==> config.mk <==
export PLATFORM = sky130hd
export DESIGN_NAME = vmbus_tx_ring_packet_writer_core
export DESIGN_NICKNAME = d
export VERILOG_FILES = /design/src/rtl/core/vmtx_pkg.sv /design/src/rtl/core/vmtx_front.sv /design/src/rtl/core/vmtx_queue.sv /design/src/rtl/core/vmtx_back.sv /design/src/rtl/core/vmbus_tx_ring_packet_writer_core.sv
export SDC_FILE = /design/constraint.sdc
export NUM_CORES = 1
export LEC_CHECK = 0
export ABC_AREA = 1
export BUFFER_PORTS_ARGS = -buffer_cell sky130_fd_sc_hd__buf_2
export CORE_ASPECT_RATIO = 1.1
export CORE_MARGIN = 2
export CORE_UTILIZATION = 50
export DETAILED_ROUTE_END_ITERATION = 6
export PLACE_DENSITY = 0.67
export SETUP_SLACK_MARGIN = 0.4
export SLEW_MARGIN = 10
export SYNTH_ARGS = -nofsm -noshare
export SYNTH_HDL_FRONTEND = slang
export SYNTH_HIERARCHICAL = 1
export SYNTH_SLANG_ARGS = --single-unit
==> constraint.sdc <==
create_clock -name clk_i -period 13.1 [get_ports clk_i]
set_input_delay 2.62 -clock clk_i [delete_from_list [all_inputs] [get_ports clk_i]]
set_output_delay 2.62 -clock clk_i [all_outputs]
set_load 0.005 [all_outputs]
==> src/rtl/core/vmtx_pkg.sv <==
package vmtx_pkg;

  localparam int unsigned RING_WORDS_MAX   = 8192;
  localparam int unsigned OUT_IDX_W        = 13;
  // trailer holds the old write index in bits 47:32
  localparam int unsigned TRL_IDX_W        = 16;
  localparam int unsigned CFG_W            = 14;
  localparam int unsigned NEED_W           = 17;
  localparam int unsigned MIN_RING_WORDS   = 512;
  localparam int unsigned RING_WORDS_RESET = 8192;
  // header length in 8-byte units, also the data offset in header word 0
  localparam int unsigned DATA_OFFSET_QW   = 2;
  // header words plus trailer word
  localparam int unsigned OVERHEAD_WORDS   = 3;
  localparam int unsigned TRAILER_SHIFT    = 32;
  localparam int unsigned JOB_DEPTH        = 2;

  typedef enum logic [1:0] {
    OP_START = 2'd0,
    OP_DATA  = 2'd1,
    OP_HOST  = 2'd2
  } op_e;

  typedef enum logic [1:0] {
    ST_OK         = 2'd0,
    ST_NO_SPACE   = 2'd1,
    ST_UNEXPECTED = 2'd2
  } status_e;

  typedef enum logic {
    RK_STATUS = 1'b0,
    RK_WRITE  = 1'b1
  } kind_e;

  typedef struct packed {
    logic [1:0]  operation;
    logic [15:0] packet_type;
    logic [18:0] payload_bytes;
    logic        response_required;
    logic [63:0] xact_id;
    logic [63:0] data_word;
    logic [12:0] host_read_index;
    logic        host_interrupt_mask;
  } vmtx_in_t;

  typedef struct packed {
    logic        result_kind;
    logic [12:0] ring_offset;
    logic [63:0] ring_word;
    logic [1:0]  status;
    logic        commit;
    logic [12:0] committed_write_index;
    logic        signal_host;
    logic        last;
  } vmtx_out_t;

  // one queued job: a status report, or one or two ring words with an optional trailer
  typedef struct packed {
    logic                 is_write;
    status_e              status;
    logic                 two;
    logic                 tr;
    logic                 sig;
    logic [63:0]          w0;
    logic [63:0]          w1;
    logic [OUT_IDX_W-1:0] off0;
    logic [OUT_IDX_W-1:0] off1;
    logic [OUT_IDX_W-1:0] off_tr;
    logic [OUT_IDX_W-1:0] new_wi;
    logic [TRL_IDX_W-1:0] old_wi;
  } vmtx_job_t;

endpackage

==> src/rtl/core/vmtx_front.sv <==
module vmtx_front import vmtx_pkg::*; (
  input  logic             clk_i,
  input  logic             rst_ni,
  input  logic             in_valid_i,
  output logic             in_ready_o,
  input  vmtx_in_t         in_data_i,
  input  logic             cfg_valid_i,
  output logic             cfg_ready_o,
  input  logic [CFG_W-1:0] cfg_data_i,
  output logic             push_o,
  output vmtx_job_t        job_o,
  input  logic             full_i
);

  localparam int unsigned IdxW = $clog2(RING_WORDS_MAX);
  localparam int unsigned LW   = $clog2(RING_WORDS_MAX + 1);
  localparam int unsigned CmpW = (LW > CFG_W) ? LW : CFG_W;

  function automatic logic [IdxW-1:0] adv(input logic [IdxW-1:0] pos,
                                          input logic [LW-1:0] len);
    logic [LW-1:0] n;
    n = LW'(pos) + LW'(1);
    return (n >= len) ? '0 : IdxW'(n);
  endfunction

  logic [CFG_W-1:0] ring_words_q, ring_words_d;
  logic [IdxW-1:0]  write_index_q, write_index_d;
  logic [IdxW-1:0]  read_index_q, read_index_d;
  logic             mask_q, mask_d;
  logic [IdxW-1:0]  cursor_q, cursor_d;
  logic             in_packet_q, in_packet_d;
  logic             dropping_q, dropping_d;
  logic [15:0]      words_left_q, words_left_d;
  logic [2:0]       tail_bytes_q, tail_bytes_d;

  logic [CmpW-1:0]   rw_ext;
  logic [LW-1:0]     len_c;
  logic [LW-1:0]     free_c;
  logic [NEED_W-1:0] pw_c;
  logic [NEED_W-1:0] need_c;
  logic              reject_c;
  logic [NEED_W-1:0] rem_c;
  logic [NEED_W-1:0] lsh_c;
  logic [63:0]       keep_c;
  logic [63:0]       data_c;
  logic [IdxW-1:0]   nw1, nw2, nw3, nc1, nc2;
  logic              sig_c;
  logic [15:0]       wl_dec;
  logic              accept;

  assign accept      = in_valid_i && in_ready_o;
  assign in_ready_o  = !full_i;
  assign cfg_ready_o = 1'b1;

  // clamp the programmed length
  always_comb begin
    rw_ext = CmpW'(ring_words_q);
    if (rw_ext < CmpW'(MIN_RING_WORDS)) begin
      len_c = LW'(MIN_RING_WORDS);
    end else if (rw_ext > CmpW'(RING_WORDS_MAX)) begin
      len_c = LW'(RING_WORDS_MAX);
    end else begin
      len_c = LW'(rw_ext);
    end
  end

  always_comb begin
    if (write_index_q >= read_index_q) begin
      free_c = len_c - (LW'(write_index_q) - LW'(read_index_q));
    end else begin
      free_c = LW'(read_index_q) - LW'(write_index_q);
    end
    pw_c     = NEED_W'((20'(in_data_i.payload_bytes) + 20'd7) >> 3);
    need_c   = pw_c + NEED_W'(OVERHEAD_WORDS);
    reject_c = pw_c[NEED_W-1] || (need_c >= NEED_W'(free_c));
  end

  // host read index modulo length: quotient stays below 16, four restoring steps
  always_comb begin
    rem_c = NEED_W'(in_data_i.host_read_index);
    lsh_c = '0;
    for (int k = 3; k >= 0; k--) begin
      lsh_c = NEED_W'(len_c) << k;
      if (rem_c >= lsh_c) begin
        rem_c = rem_c - lsh_c;
      end
    end
  end

  // zero bytes past the payload end on the last word
  always_comb begin
    for (int i = 0; i < 8; i++) begin
      keep_c[8*i +: 8] = (3'(i) < tail_bytes_q) ? 8'hff : 8'h00;
    end
    if (words_left_q == 16'd1 && tail_bytes_q != 3'd0) begin
      data_c = in_data_i.data_word & keep_c;
    end else begin
      data_c = in_data_i.data_word;
    end
  end

  assign nw1    = adv(write_index_q, len_c);
  assign nw2    = adv(nw1, len_c);
  assign nw3    = adv(nw2, len_c);
  assign nc1    = adv(cursor_q, len_c);
  assign nc2    = adv(nc1, len_c);
  assign sig_c  = !mask_q && (write_index_q == read_index_q);
  assign wl_dec = words_left_q - 16'd1;

  always_comb begin
    ring_words_d  = ring_words_q;
    write_index_d = write_index_q;
    read_index_d  = read_index_q;
    mask_d        = mask_q;
    cursor_d      = cursor_q;
    in_packet_d   = in_packet_q;
    dropping_d    = dropping_q;
    words_left_d  = words_left_q;
    tail_bytes_d  = tail_bytes_q;
    push_o        = 1'b0;
    job_o         = '0;
    job_o.status  = ST_OK;
    job_o.old_wi  = TRL_IDX_W'(write_index_q);

    if (cfg_valid_i) begin
      ring_words_d  = cfg_data_i;
      write_index_d = '0;
      read_index_d  = '0;
      cursor_d      = '0;
      in_packet_d   = 1'b0;
      dropping_d    = 1'b0;
      words_left_d  = '0;
      tail_bytes_d  = '0;
    end else if (accept) begin
      unique case (op_e'(in_data_i.operation))
        OP_HOST: begin
          read_index_d = IdxW'(rem_c);
          mask_d       = in_data_i.host_interrupt_mask;
        end
        OP_START: begin
          push_o = 1'b1;
          if (in_packet_q || dropping_q) begin
            job_o.status = ST_UNEXPECTED;
          end else if (reject_c) begin
            job_o.status = ST_NO_SPACE;
            if (pw_c != '0) begin
              dropping_d   = 1'b1;
              words_left_d = pw_c[NEED_W-1] ? 16'hffff : pw_c[15:0];
            end
          end else begin
            job_o.is_write = 1'b1;
            job_o.two      = 1'b1;
            job_o.w0       = {15'd0, in_data_i.response_required,
                              16'(pw_c + NEED_W'(DATA_OFFSET_QW)),
                              16'(DATA_OFFSET_QW), in_data_i.packet_type};
            job_o.w1       = in_data_i.xact_id;
            job_o.off0     = OUT_IDX_W'(write_index_q);
            job_o.off1     = OUT_IDX_W'(nw1);
            in_packet_d    = 1'b1;
            cursor_d       = nw2;
            words_left_d   = pw_c[15:0];
            tail_bytes_d   = in_data_i.payload_bytes[2:0];
            if (pw_c == '0) begin
              // empty payload: trailer right behind the header
              job_o.tr      = 1'b1;
              job_o.off_tr  = OUT_IDX_W'(nw2);
              job_o.new_wi  = OUT_IDX_W'(nw3);
              job_o.sig     = sig_c;
              write_index_d = nw3;
              cursor_d      = nw3;
              in_packet_d   = 1'b0;
            end
          end
        end
        OP_DATA: begin
          if (dropping_q) begin
            words_left_d = wl_dec;
            if (wl_dec == 16'd0) begin
              dropping_d = 1'b0;
            end
          end else if (in_packet_q) begin
            push_o         = 1'b1;
            job_o.is_write = 1'b1;
            job_o.w0       = data_c;
            job_o.off0     = OUT_IDX_W'(cursor_q);
            cursor_d       = nc1;
            words_left_d   = wl_dec;
            if (wl_dec == 16'd0) begin
              job_o.tr      = 1'b1;
              job_o.off_tr  = OUT_IDX_W'(nc1);
              job_o.new_wi  = OUT_IDX_W'(nc2);
              job_o.sig     = sig_c;
              write_index_d = nc2;
              cursor_d      = nc2;
              in_packet_d   = 1'b0;
            end
          end else begin
            push_o       = 1'b1;
            job_o.status = ST_UNEXPECTED;
          end
        end
        default: begin
          push_o       = 1'b1;
          job_o.status = ST_UNEXPECTED;
        end
      endcase
    end
  end

  always_ff @(posedge clk_i or negedge rst_ni) begin
    if (!rst_ni) begin
      ring_words_q  <= CFG_W'(RING_WORDS_RESET);
      write_index_q <= '0;
      read_index_q  <= '0;
      mask_q        <= 1'b0;
      cursor_q      <= '0;
      in_packet_q   <= 1'b0;
      dropping_q    <= 1'b0;
      words_left_q  <= '0;
      tail_bytes_q  <= '0;
    end else begin
      ring_words_q  <= ring_words_d;
      write_index_q <= write_index_d;
      read_index_q  <= read_index_d;
      mask_q        <= mask_d;
      cursor_q      <= cursor_d;
      in_packet_q   <= in_packet_d;
      dropping_q    <= dropping_d;
      words_left_q  <= words_left_d;
      tail_bytes_q  <= tail_bytes_d;
    end
  end

endmodule

==> src/rtl/core/vmtx_queue.sv <==
module vmtx_queue import vmtx_pkg::*; (
  input  logic      clk_i,
  input  logic      rst_ni,
  input  logic      push_i,
  input  vmtx_job_t job_i,
  output logic      full_o,
  input  logic      pop_i,
  output logic      empty_o,
  output vmtx_job_t job_o
);

  localparam int unsigned PtrW = (JOB_DEPTH > 1) ? $clog2(JOB_DEPTH) : 1;
  localparam int unsigned CntW = $clog2(JOB_DEPTH + 1);

  vmtx_job_t       mem_q [JOB_DEPTH];
  logic [PtrW-1:0] wr_ptr_q, wr_ptr_d;
  logic [PtrW-1:0] rd_ptr_q, rd_ptr_d;
  logic [CntW-1:0] count_q, count_d;

  function automatic logic [PtrW-1:0] ptr_inc(input logic [PtrW-1:0] p);
    return (p == PtrW'(JOB_DEPTH - 1)) ? '0 : p + PtrW'(1);
  endfunction

  assign full_o  = (count_q == CntW'(JOB_DEPTH));
  assign empty_o = (count_q == '0);
  assign job_o   = mem_q[rd_ptr_q];

  always_comb begin
    wr_ptr_d = push_i ? ptr_inc(wr_ptr_q) : wr_ptr_q;
    rd_ptr_d = pop_i ? ptr_inc(rd_ptr_q) : rd_ptr_q;
    count_d  = count_q + CntW'(push_i) - CntW'(pop_i);
  end

  always_ff @(posedge clk_i) begin
    if (push_i) begin
      mem_q[wr_ptr_q] <= job_i;
    end
  end

  always_ff @(posedge clk_i or negedge rst_ni) begin
    if (!rst_ni) begin
      wr_ptr_q <= '0;
      rd_ptr_q <= '0;
      count_q  <= '0;
    end else begin
      wr_ptr_q <= wr_ptr_d;
      rd_ptr_q <= rd_ptr_d;
      count_q  <= count_d;
    end
  end

  a_no_overflow: assert property (@(posedge clk_i) disable iff (!rst_ni)
    push_i |-> (!full_o || pop_i))
    else $error("job queue written while full");

  a_no_underflow: assert property (@(posedge clk_i) disable iff (!rst_ni)
    pop_i |-> !empty_o)
    else $error("job queue read while empty");

  a_count_bound: assert property (@(posedge clk_i) disable iff (!rst_ni)
    count_q <= CntW'(JOB_DEPTH))
    else $error("job queue count out of range");

  a_count_track: assert property (@(posedge clk_i) disable iff (!rst_ni)
    (push_i && !pop_i) |=> (count_q == $past(count_q) + CntW'(1)))
    else $error("job queue count missed a request");

endmodule

==> src/rtl/core/vmtx_back.sv <==
module vmtx_back import vmtx_pkg::*; (
  input  logic      clk_i,
  input  logic      rst_ni,
  input  logic      empty_i,
  input  vmtx_job_t job_i,
  output logic      pop_o,
  output logic      out_valid_o,
  input  logic      out_ready_i,
  output vmtx_out_t out_data_o
);

  logic [1:0] step_q, step_d;
  logic       out_valid_q, out_valid_d;
  vmtx_out_t  out_q, out_d;
  vmtx_out_t  res_c;
  logic       load;
  logic       tr_slot, d1_slot, final_slot;

  assign load = !out_valid_q || out_ready_i;

  // slot order: word 0, word 1 when present, then trailer when present
  always_comb begin
    tr_slot    = job_i.tr && (step_q == (job_i.two ? 2'd2 : 2'd1));
    d1_slot    = job_i.two && (step_q == 2'd1);
    final_slot = tr_slot || (!job_i.tr && (step_q == (job_i.two ? 2'd1 : 2'd0)));

    res_c                       = '0;
    res_c.committed_write_index = OUT_IDX_W'(job_i.old_wi);
    res_c.status                = ST_OK;
    if (!job_i.is_write) begin
      res_c.result_kind = RK_STATUS;
      res_c.status      = job_i.status;
      res_c.last        = 1'b1;
    end else if (tr_slot) begin
      res_c.result_kind           = RK_WRITE;
      res_c.ring_offset           = job_i.off_tr;
      res_c.ring_word             = 64'(job_i.old_wi) << TRAILER_SHIFT;
      res_c.commit                = 1'b1;
      res_c.committed_write_index = job_i.new_wi;
      res_c.signal_host           = job_i.sig;
      res_c.last                  = 1'b1;
    end else begin
      res_c.result_kind = RK_WRITE;
      res_c.ring_offset = d1_slot ? job_i.off1 : job_i.off0;
      res_c.ring_word   = d1_slot ? job_i.w1 : job_i.w0;
      res_c.last        = final_slot;
    end
  end

  always_comb begin
    out_valid_d = out_valid_q;
    out_d       = out_q;
    step_d      = step_q;
    pop_o       = 1'b0;
    if (load) begin
      out_valid_d = !empty_i;
      if (!empty_i) begin
        out_d = res_c;
        if (res_c.last) begin
          pop_o  = 1'b1;
          step_d = '0;
        end else begin
          step_d = step_q + 2'd1;
        end
      end
    end
  end

  always_ff @(posedge clk_i or negedge rst_ni) begin
    if (!rst_ni) begin
      step_q      <= '0;
      out_valid_q <= 1'b0;
    end else begin
      step_q      <= step_d;
      out_valid_q <= out_valid_d;
    end
  end

  always_ff @(posedge clk_i) begin
    out_q <= out_d;
  end

  assign out_valid_o = out_valid_q;
  assign out_data_o  = out_q;

  a_commit_last: assert property (@(posedge clk_i) disable iff (!rst_ni)
    (out_valid_q && out_q.commit) |-> (out_q.last && out_q.result_kind == RK_WRITE))
    else $error("commit not on the final ring write");

  a_signal_commit: assert property (@(posedge clk_i) disable iff (!rst_ni)
    (out_valid_q && out_q.signal_host) |-> out_q.commit)
    else $error("host signal without commit");

  a_step_reset: assert property (@(posedge clk_i) disable iff (!rst_ni)
    pop_o |=> (step_q == 2'd0))
    else $error("slot counter not cleared after job");

endmodule

==> src/rtl/core/vmbus_tx_ring_packet_writer_core.sv <==
// Transmit ring packet writer. A start request checks ring space and, when the packet
// fits, gives two header writes (plus trailer and commit for an empty payload); each
// payload word request gives one ring write, the last one also the trailer write that
// commits the new write index. A new request is taken every cycle while the two-entry
// job queue has room; the result side sends one result per cycle from its output
// register while the output is ready, so a start request that fits gives two or three
// results and the final payload word two. Results pass the job queue, then the output
// register. Host update requests and dropped payload words give no result. The length
// register is always ready and must only be written while idle; writing it clears the
// ring indices and any packet in progress but keeps the host interrupt mask.
module vmbus_tx_ring_packet_writer_core import vmtx_pkg::*; (
  input  logic             clk_i,
  input  logic             rst_ni,
  input  logic             in_valid_i,
  output logic             in_ready_o,
  input  vmtx_in_t         in_data_i,
  output logic             out_valid_o,
  input  logic             out_ready_i,
  output vmtx_out_t        out_data_o,
  input  logic             cfg_valid_i,
  output logic             cfg_ready_o,
  input  logic [CFG_W-1:0] cfg_data_i
);

  logic      push;
  logic      pop;
  logic      full;
  logic      empty;
  vmtx_job_t job_in;
  vmtx_job_t job_out;

  vmtx_front u_front (
    .clk_i      (clk_i),
    .rst_ni     (rst_ni),
    .in_valid_i (in_valid_i),
    .in_ready_o (in_ready_o),
    .in_data_i  (in_data_i),
    .cfg_valid_i(cfg_valid_i),
    .cfg_ready_o(cfg_ready_o),
    .cfg_data_i (cfg_data_i),
    .push_o     (push),
    .job_o      (job_in),
    .full_i     (full)
  );

  vmtx_queue u_queue (
    .clk_i  (clk_i),
    .rst_ni (rst_ni),
    .push_i (push),
    .job_i  (job_in),
    .full_o (full),
    .pop_i  (pop),
    .empty_o(empty),
    .job_o  (job_out)
  );

  vmtx_back u_back (
    .clk_i      (clk_i),
    .rst_ni     (rst_ni),
    .empty_i    (empty),
    .job_i      (job_out),
    .pop_o      (pop),
    .out_valid_o(out_valid_o),
    .out_ready_i(out_ready_i),
    .out_data_o (out_data_o)
  );

endmodule
; ---- Word level (Yosys, flattened, before mapping)
; Memories as Yosys holds them, arrays and structs flattened.
; Cells that the tools add are included.
[classes]
reduce_logical = 36
addsub = 21
order_cmp = 21
n_bitwise = 4
n_mux = 122
eq_ne = 20
[ops]
columns = cell, n
row1 = two-way mux 13 bit, 29
row2 = two-way mux 186 bit, 2
row3 = two-way mux 183 bit, 2
row4 = two-way mux 64 bit, 3
row5 = two-way mux 66 bit, 2
row6 = one-hot mux 66 bit (2 select lines), 1
row7 = two-way mux 16 bit, 8
row8 = two-way mux 26 bit, 4
row9 = one-hot mux 13 bit (2 select lines), 3
row10 = two-way mux 77 bit, 1
row11 = "adder 13 x 1 -> 14 bit, second input constant", 5
row12 = >= comparator 14 bit, 5
row13 = bitwise AND 64 bit, 1
row14 = two-way mux 8 bit, 8
row15 = two-way mux 14 bit, 4
row16 = one-hot mux 26 bit (2 select lines), 1
row17 = two-way mux 17 bit, 3
row18 = >= comparator 17 x 14 -> 1 bit, 2
row19 = two-way mux 1 bit, 32
row20 = one-hot mux 16 bit (2 select lines), 1
row21 = subtractor 13 x 13 -> 14 bit, 2
row22 = "adder 19 x 3 -> 20 bit, second input constant", 1
row23 = two-way mux 3 bit, 6
row24 = "adder 17 x 2 -> 17 bit, second input constant", 1
row25 = other kinds (51), 97
[word_totals]
in_bits = 199
wordCells = 248
memories = 1
ram_bits = 398
reg_bits = 178
[mem_list]
columns = name, words, width, read_ports, rd_clocked_by_memory_dff, wr, line_no
row1 = u_queue.mem_q, 2, 199, 1, 0, 1, vmtx_queue.sv:15  ; vmtx_job_t mem_q [JOB_DEPTH];

; ---- Logic depth before layout (Yosys ltp)
[logic_depth]
ltp_word = 17
depth_mapped = 78

; ---- By module
; The synthesis kept the hierarchy.
[by_module_without_submodules]
columns = module, area_per_inst_um2, cells_per_inst, seq_area_each_um2, n_inst
row1 = vmtx_queue, 15280.9, 1080, 12231.7, 1
row2 = vmtx_front, 15143.3, 2488, 1878.1, 1
row3 = vmtx_back, 4852.2, 536, 2957.8, 1

; ---- Worst setup path before layout
; No wires, ideal clock.
[synth_path]
path_type = input -> register
start = input in_valid_i
end = memory u_queue/mem_q[0][0] (netlist name), enable pin
stages = 6
slack_ns = 0.594
arrival_time_ns = 11.739
required_ns = 12.333
path_buffers = 0
setup_time_ns = 0.767
path_cell_list = nand2_1 > nor2_1 > inv_1 > nor3b_1 > inv_1 > nor2_1
[synth_between]
elab_chain_cells = 5
[synth_rtl]
columns = element, line_no
row1 = from (decl), vmbus_tx_ring_packet_writer_core.sv:14  ; input logic in_valid_i,
row2 = logical AND 1 bit, vmtx_front.sv:51  ; assign accept = in_valid_i && in_ready_o;
row3 = two-way mux 1 bit, vmtx_front.sv:134  ; end else if (accept) begin
row4 = two-way mux 1 bit, vmtx_front.sv:125  ; if (cfg_valid_i) begin
row5 = net push, vmbus_tx_ring_packet_writer_core.sv:25  ; logic push;
row6 = two-way mux 1 bit, vmtx_queue.sv:35  ; if (push_i) begin
row7 = two-way mux 1 bit (not written as such), vmtx_queue.sv:36  ; mem_q[wr_ptr_q] <= job_i;
row8 = to (decl), vmtx_queue.sv:15
; The timed path passes the listed nets, and every way through them passes these cells.

; ---- Worst setup path in the final report
[layout_path]
start = input in_data_i[4] (netlist name)
end = register u_front.read_index_q[4]
[layout_between]
elab_chain_cells = 11
word_cells_on_any_way = 15
classes_between = add/sub (4) / order compare (4) / mux (7)
[layout_rtl]
columns = element, line_no
row1 = from (decl), vmbus_tx_ring_packet_writer_core.sv:16  ; input vmtx_in_t in_data_i,
row2 = subtractor 13 x 17 -> 17 bit or >= comparator 13 x 17 -> 1 bit (tied branches), "vmtx_front.sv:85, vmtx_front.sv:84"
row3 = two-way mux 17 bit *, vmtx_front.sv:84  ; if (rem_c >= lsh_c) begin
row4 = subtractor 17 x 16 -> 17 bit or >= comparator 17 x 16 -> 1 bit (tied branches), "vmtx_front.sv:85, vmtx_front.sv:84"
row5 = two-way mux 17 bit *, vmtx_front.sv:84
row6 = subtractor 17 x 15 -> 17 bit or >= comparator 17 x 15 -> 1 bit (tied branches), "vmtx_front.sv:85, vmtx_front.sv:84"
row7 = two-way mux 17 bit *, vmtx_front.sv:84
row8 = >= comparator 17 x 14 -> 1 bit or subtractor 13 bit (tied branches), "vmtx_front.sv:84, vmtx_front.sv:85"
row9 = two-way mux 13 bit *, vmtx_front.sv:84
row10 = two-way mux 13 bit *, vmtx_front.sv:135  ; unique case (op_e'(in_data_i.operation))
row11 = two-way mux 13 bit *, vmtx_front.sv:134
row12 = two-way mux 13 bit *, vmtx_front.sv:125
row13 = to (signal assigned), vmtx_front.sv:224  ; read_index_q <= read_index_d;
row14 = to (decl), vmtx_front.sv:28  ; logic [IdxW-1:0] read_index_q, read_index_d;
; Mark *: on every way between the ends. The rest lies on a longest branch, timed or not. The select of a mux whose other input is x is not followed.
; A chain may end at the register's enable or synchronous reset.

==> out/results.tsv <==
metric	value	unit
count leader, synth	nand2_1	
RSZ-0062 raised after global routing	false	
core area	70100	um^2
Synth Cell Area	35300	um^2
critical path type	input port to flip-flop	
Crit. path cell count	72	
Worst R2R Start	u_front/ring_words_q[11]	
CP Launch Type	input port	
Skew-Pair Late Insertion Delay	0.66	ns
Max Cap Viol	0	
largest net degree at the start of global routing	234	
GR Util All Layers	28.5	%
First-pass DRT Iterations	6	
Crit path largest cell delay	0.37	ns
HP Start	u_front/words_left_q[15]	
Slew HR	30.6	%
crit path max fanout	26	
drt drc	0	
nets@finish	4754	
CTS tree	yes	
status	finished clean	
GPL Wtd Cong	0.947	
Critical path origin	in_data_i[4]	
starting density of the core	50.3	%
#FFs+latches synth	582	
die area	72700	um^2
CTS H-tree depth	2	
vias in the first global route	27165	
Avg Synthesized Cell Area	8.60	um^2
final number of max-transition violations	0	
CP endpoint	u_front/read_index_q[4]	
Critical-path top delay cell	fa_2	
clk slew on worst S/H paths	0.06	ns
synth top area cells	edfxtp_1 43%, nand2_1 10%, inv_1 6.8%	
EDFF count, synth	500	
initial drt markers	2636	
FMAX	0.0848	GHz
TritonCTS Buffers	59	
Slew @ Worst Pin	1.04	ns
synth warn	6	
Final period util	90.0	%
Worst Hold Class	flip-flop to flip-flop	
Worst setup EP type	flip-flop	
Clock Sinks	582	
Power Density	185	nW/um^2
Finished Layout Cells	5360	
Seq/Total Area, Yosys	48.4	%
Synth top cells by count	958 x nand2_1, 643 x inv_1, 500 x edfxtp_1	
DRT antenna net count	0	
Root Buffer Master	clkbuf_16	
Vias	28591	
dpl cells	5238	
Via density	5.33	
final setup fails	0	
final hold vios	0	
PortBufs	296	
final wirelength	105000	um
WHS Path Cells	2	
CP dominant cell by count	a21oi_1	
I/O Pins	298	
synth unique cells	75	
Worst R2R Path Depth	76	
CP required	13.62	ns
layout cells sized above 1	13.3	%
chip height	283	um
maximum vdd drop	0.000178	V
antenna violations before repair	4	
wire per inst	19.5	um
DP Worst Slack	-0.0391	ns
Main synth FF type	edfxtp_1	
leakage power figure	18.0	nW
global-route wire length before repair	158000	um
Die X	257	um
clock tree buffer depth	3	
post-detail-place hpwl	74800	um
post-synth top area cell	edfxtp_1	
crit path buf inv count	10	
clock period minus worst slack	11.79	ns
Yosys top cell area share	42.6	%
Setup TNS Final	0	ns
CP delay by family, top	compound AO/OA/AOI/OAI gates	
Syn Inst Count	4104	
synthesis-to-layout area growth	12.4	%
gr ovfl total	0	
Async SR Flop Fraction	14.1	%
clk_skew	0.0561	ns
flop2flop setup slack	1.72	ns
FF-to-FF End	u_front/read_index_q[4]	
CP Data Arrival Time	12.31	ns
Setup WS post-layout	1.31	ns
Cell Rows	102	
[report_power, final]
| part | internal, mW | leakage, nW | switching (mW) | total [mW] |
|---|---|---|---|---|
| Combinational | 1.08 | 11.0 | 2.06 | 3.13 |
| Sequential | 2.35 | 6.02 | 0.145 | 2.50 |
| Clock | 0.986 | 0.975 | 0.736 | 1.72 |
| Total | 4.41 | 18.0 | 2.94 | 7.35 |
[layout by cell type (no fill, tap or decap), drive strengths merged, types with 5 or more instances in the layout]
cell / n
a211oi: 7
a21o: 6
a21oi: 209
a221oi: 6
a22o: 9
a31oi: 11
buf: 357
bufinv: 5
clkbuf: 87
clkinv: 21
dfrtp: 81
edfxtp: 500
fa: 18
ha: 167
inv: 690
nand2: 972
nand3: 207
nand4: 55
nor2: 324
nor3: 44
nor4: 22
o211ai: 20
o21ai: 372
o21bai: 22
o22ai: 18
o31ai: 6
or2: 7
xnor2: 36
xor2: 94
[sequential cells by signal, summed over array words and instances (netlist names)]
signal	cells
u_front/ring_words_q	14
u_queue/rd_ptr_q	1
u_back/step_q	2
u_front/mask_q	1
u_back/out_data_o	96
u_front/dropping_q	1
u_queue/count_q	2
u_front/in_packet_q	1
u_front/write_index_q	13
u_front/tail_bytes_q	3
u_queue/wr_ptr_q	1
u_front/read_index_q	13
u_front/cursor_q	13
u_front/words_left_q	16
u_back/out_valid_o	1
u_queue/mem_q	404
[worst register-to-register path, delay by kind of cell (launching register included)]
family                   cells  cell delay (ns)
AO/OA/AOI/OAI               38             5.39
flip-flops                   1             0.40
adder cells (fa/ha/maj)      4             1.23
AND/OR/NAND/NOR             25             3.12
buffers and inverters        9             1.07
[layer usage]
| metal | vias up | GRT usage [%] | routed length [um] |
|---|---|---|---|
| li1 | 14082 | - | - |
| met1 | 13439 | 36.2 | 42700 |
| met2 | 895 | 50.1 | 51700 |
| met3 | 175 | 3.40 | 6580 |
| met4 | 0 | 10.4 | 3740 |
| met5 | - | 0 | 0 |
[final cells by class]
type,instances,area (um^2)
fill,6430,30400
sequential,582,17100
multi-input combinational,2675,14800
inverter,695,2640
timing repair buffer,357,1970
clock buffer,87,1690
tap,936,1170
clock inverter,24,325
antenna,4,10.0
[per-stage QoR]
step	hold WS (ns)	total power, mW	utilization (%)	cell area [um^2]
6_report	0.491	7.35	56.6	39600
5_1_grt	0.514	7.88	56.6	39600
4_1_cts	0.495	7.34	56.3	39500
3_5_place_dp	0.475	5.61	53.4	37400
3_3_place_gp	0.472	5.57	53.4	37400
2_1_floorplan	0.449	4.79	-	35300
[kinds of logic (layout without fill, tap and decap cells)]
group / count (synthesis) / in the layout / share of synthesized area (%)
AOI/OAI and AO/OA: 709 / 709 / 11.0
DFF: 582 / 582 / 48.4
muxes: 3 / 3 / 0.0887
and+or+nand+nor: 1643 / 1644 / 20.0
buffers and inverters: 850 / 1163 / 10.3
other: 2 / 8 / 0.0213
adders and majority gates: 185 / 185 / 6.94
xor gates and xnor gates: 130 / 130 / 3.25
[worst min path at each step]
| stage | endpoint | slack, ns |
|---|---|---|
| detailed placement | u_front/cursor_q[12] | 0.47 |
| global placement | u_front/words_left_q[15] | 0.47 |
| global route | u_front/cursor_q[12] | 0.51 |
| CTS | u_front/cursor_q[12] | 0.49 |
| floorplan | u_front/cursor_q[12] | 0.45 |
| finish | u_front/words_left_q[15] | 0.49 |
[what timing repair did]
item	CTS	global route
setup buffers	0	6
hold endpoints to repair	0	0
resized for setup	0	32
hold buffers	0	0
endpoints found under the setup margin	0	13
No activity file was read; power rests on OpenSTA's default activity.
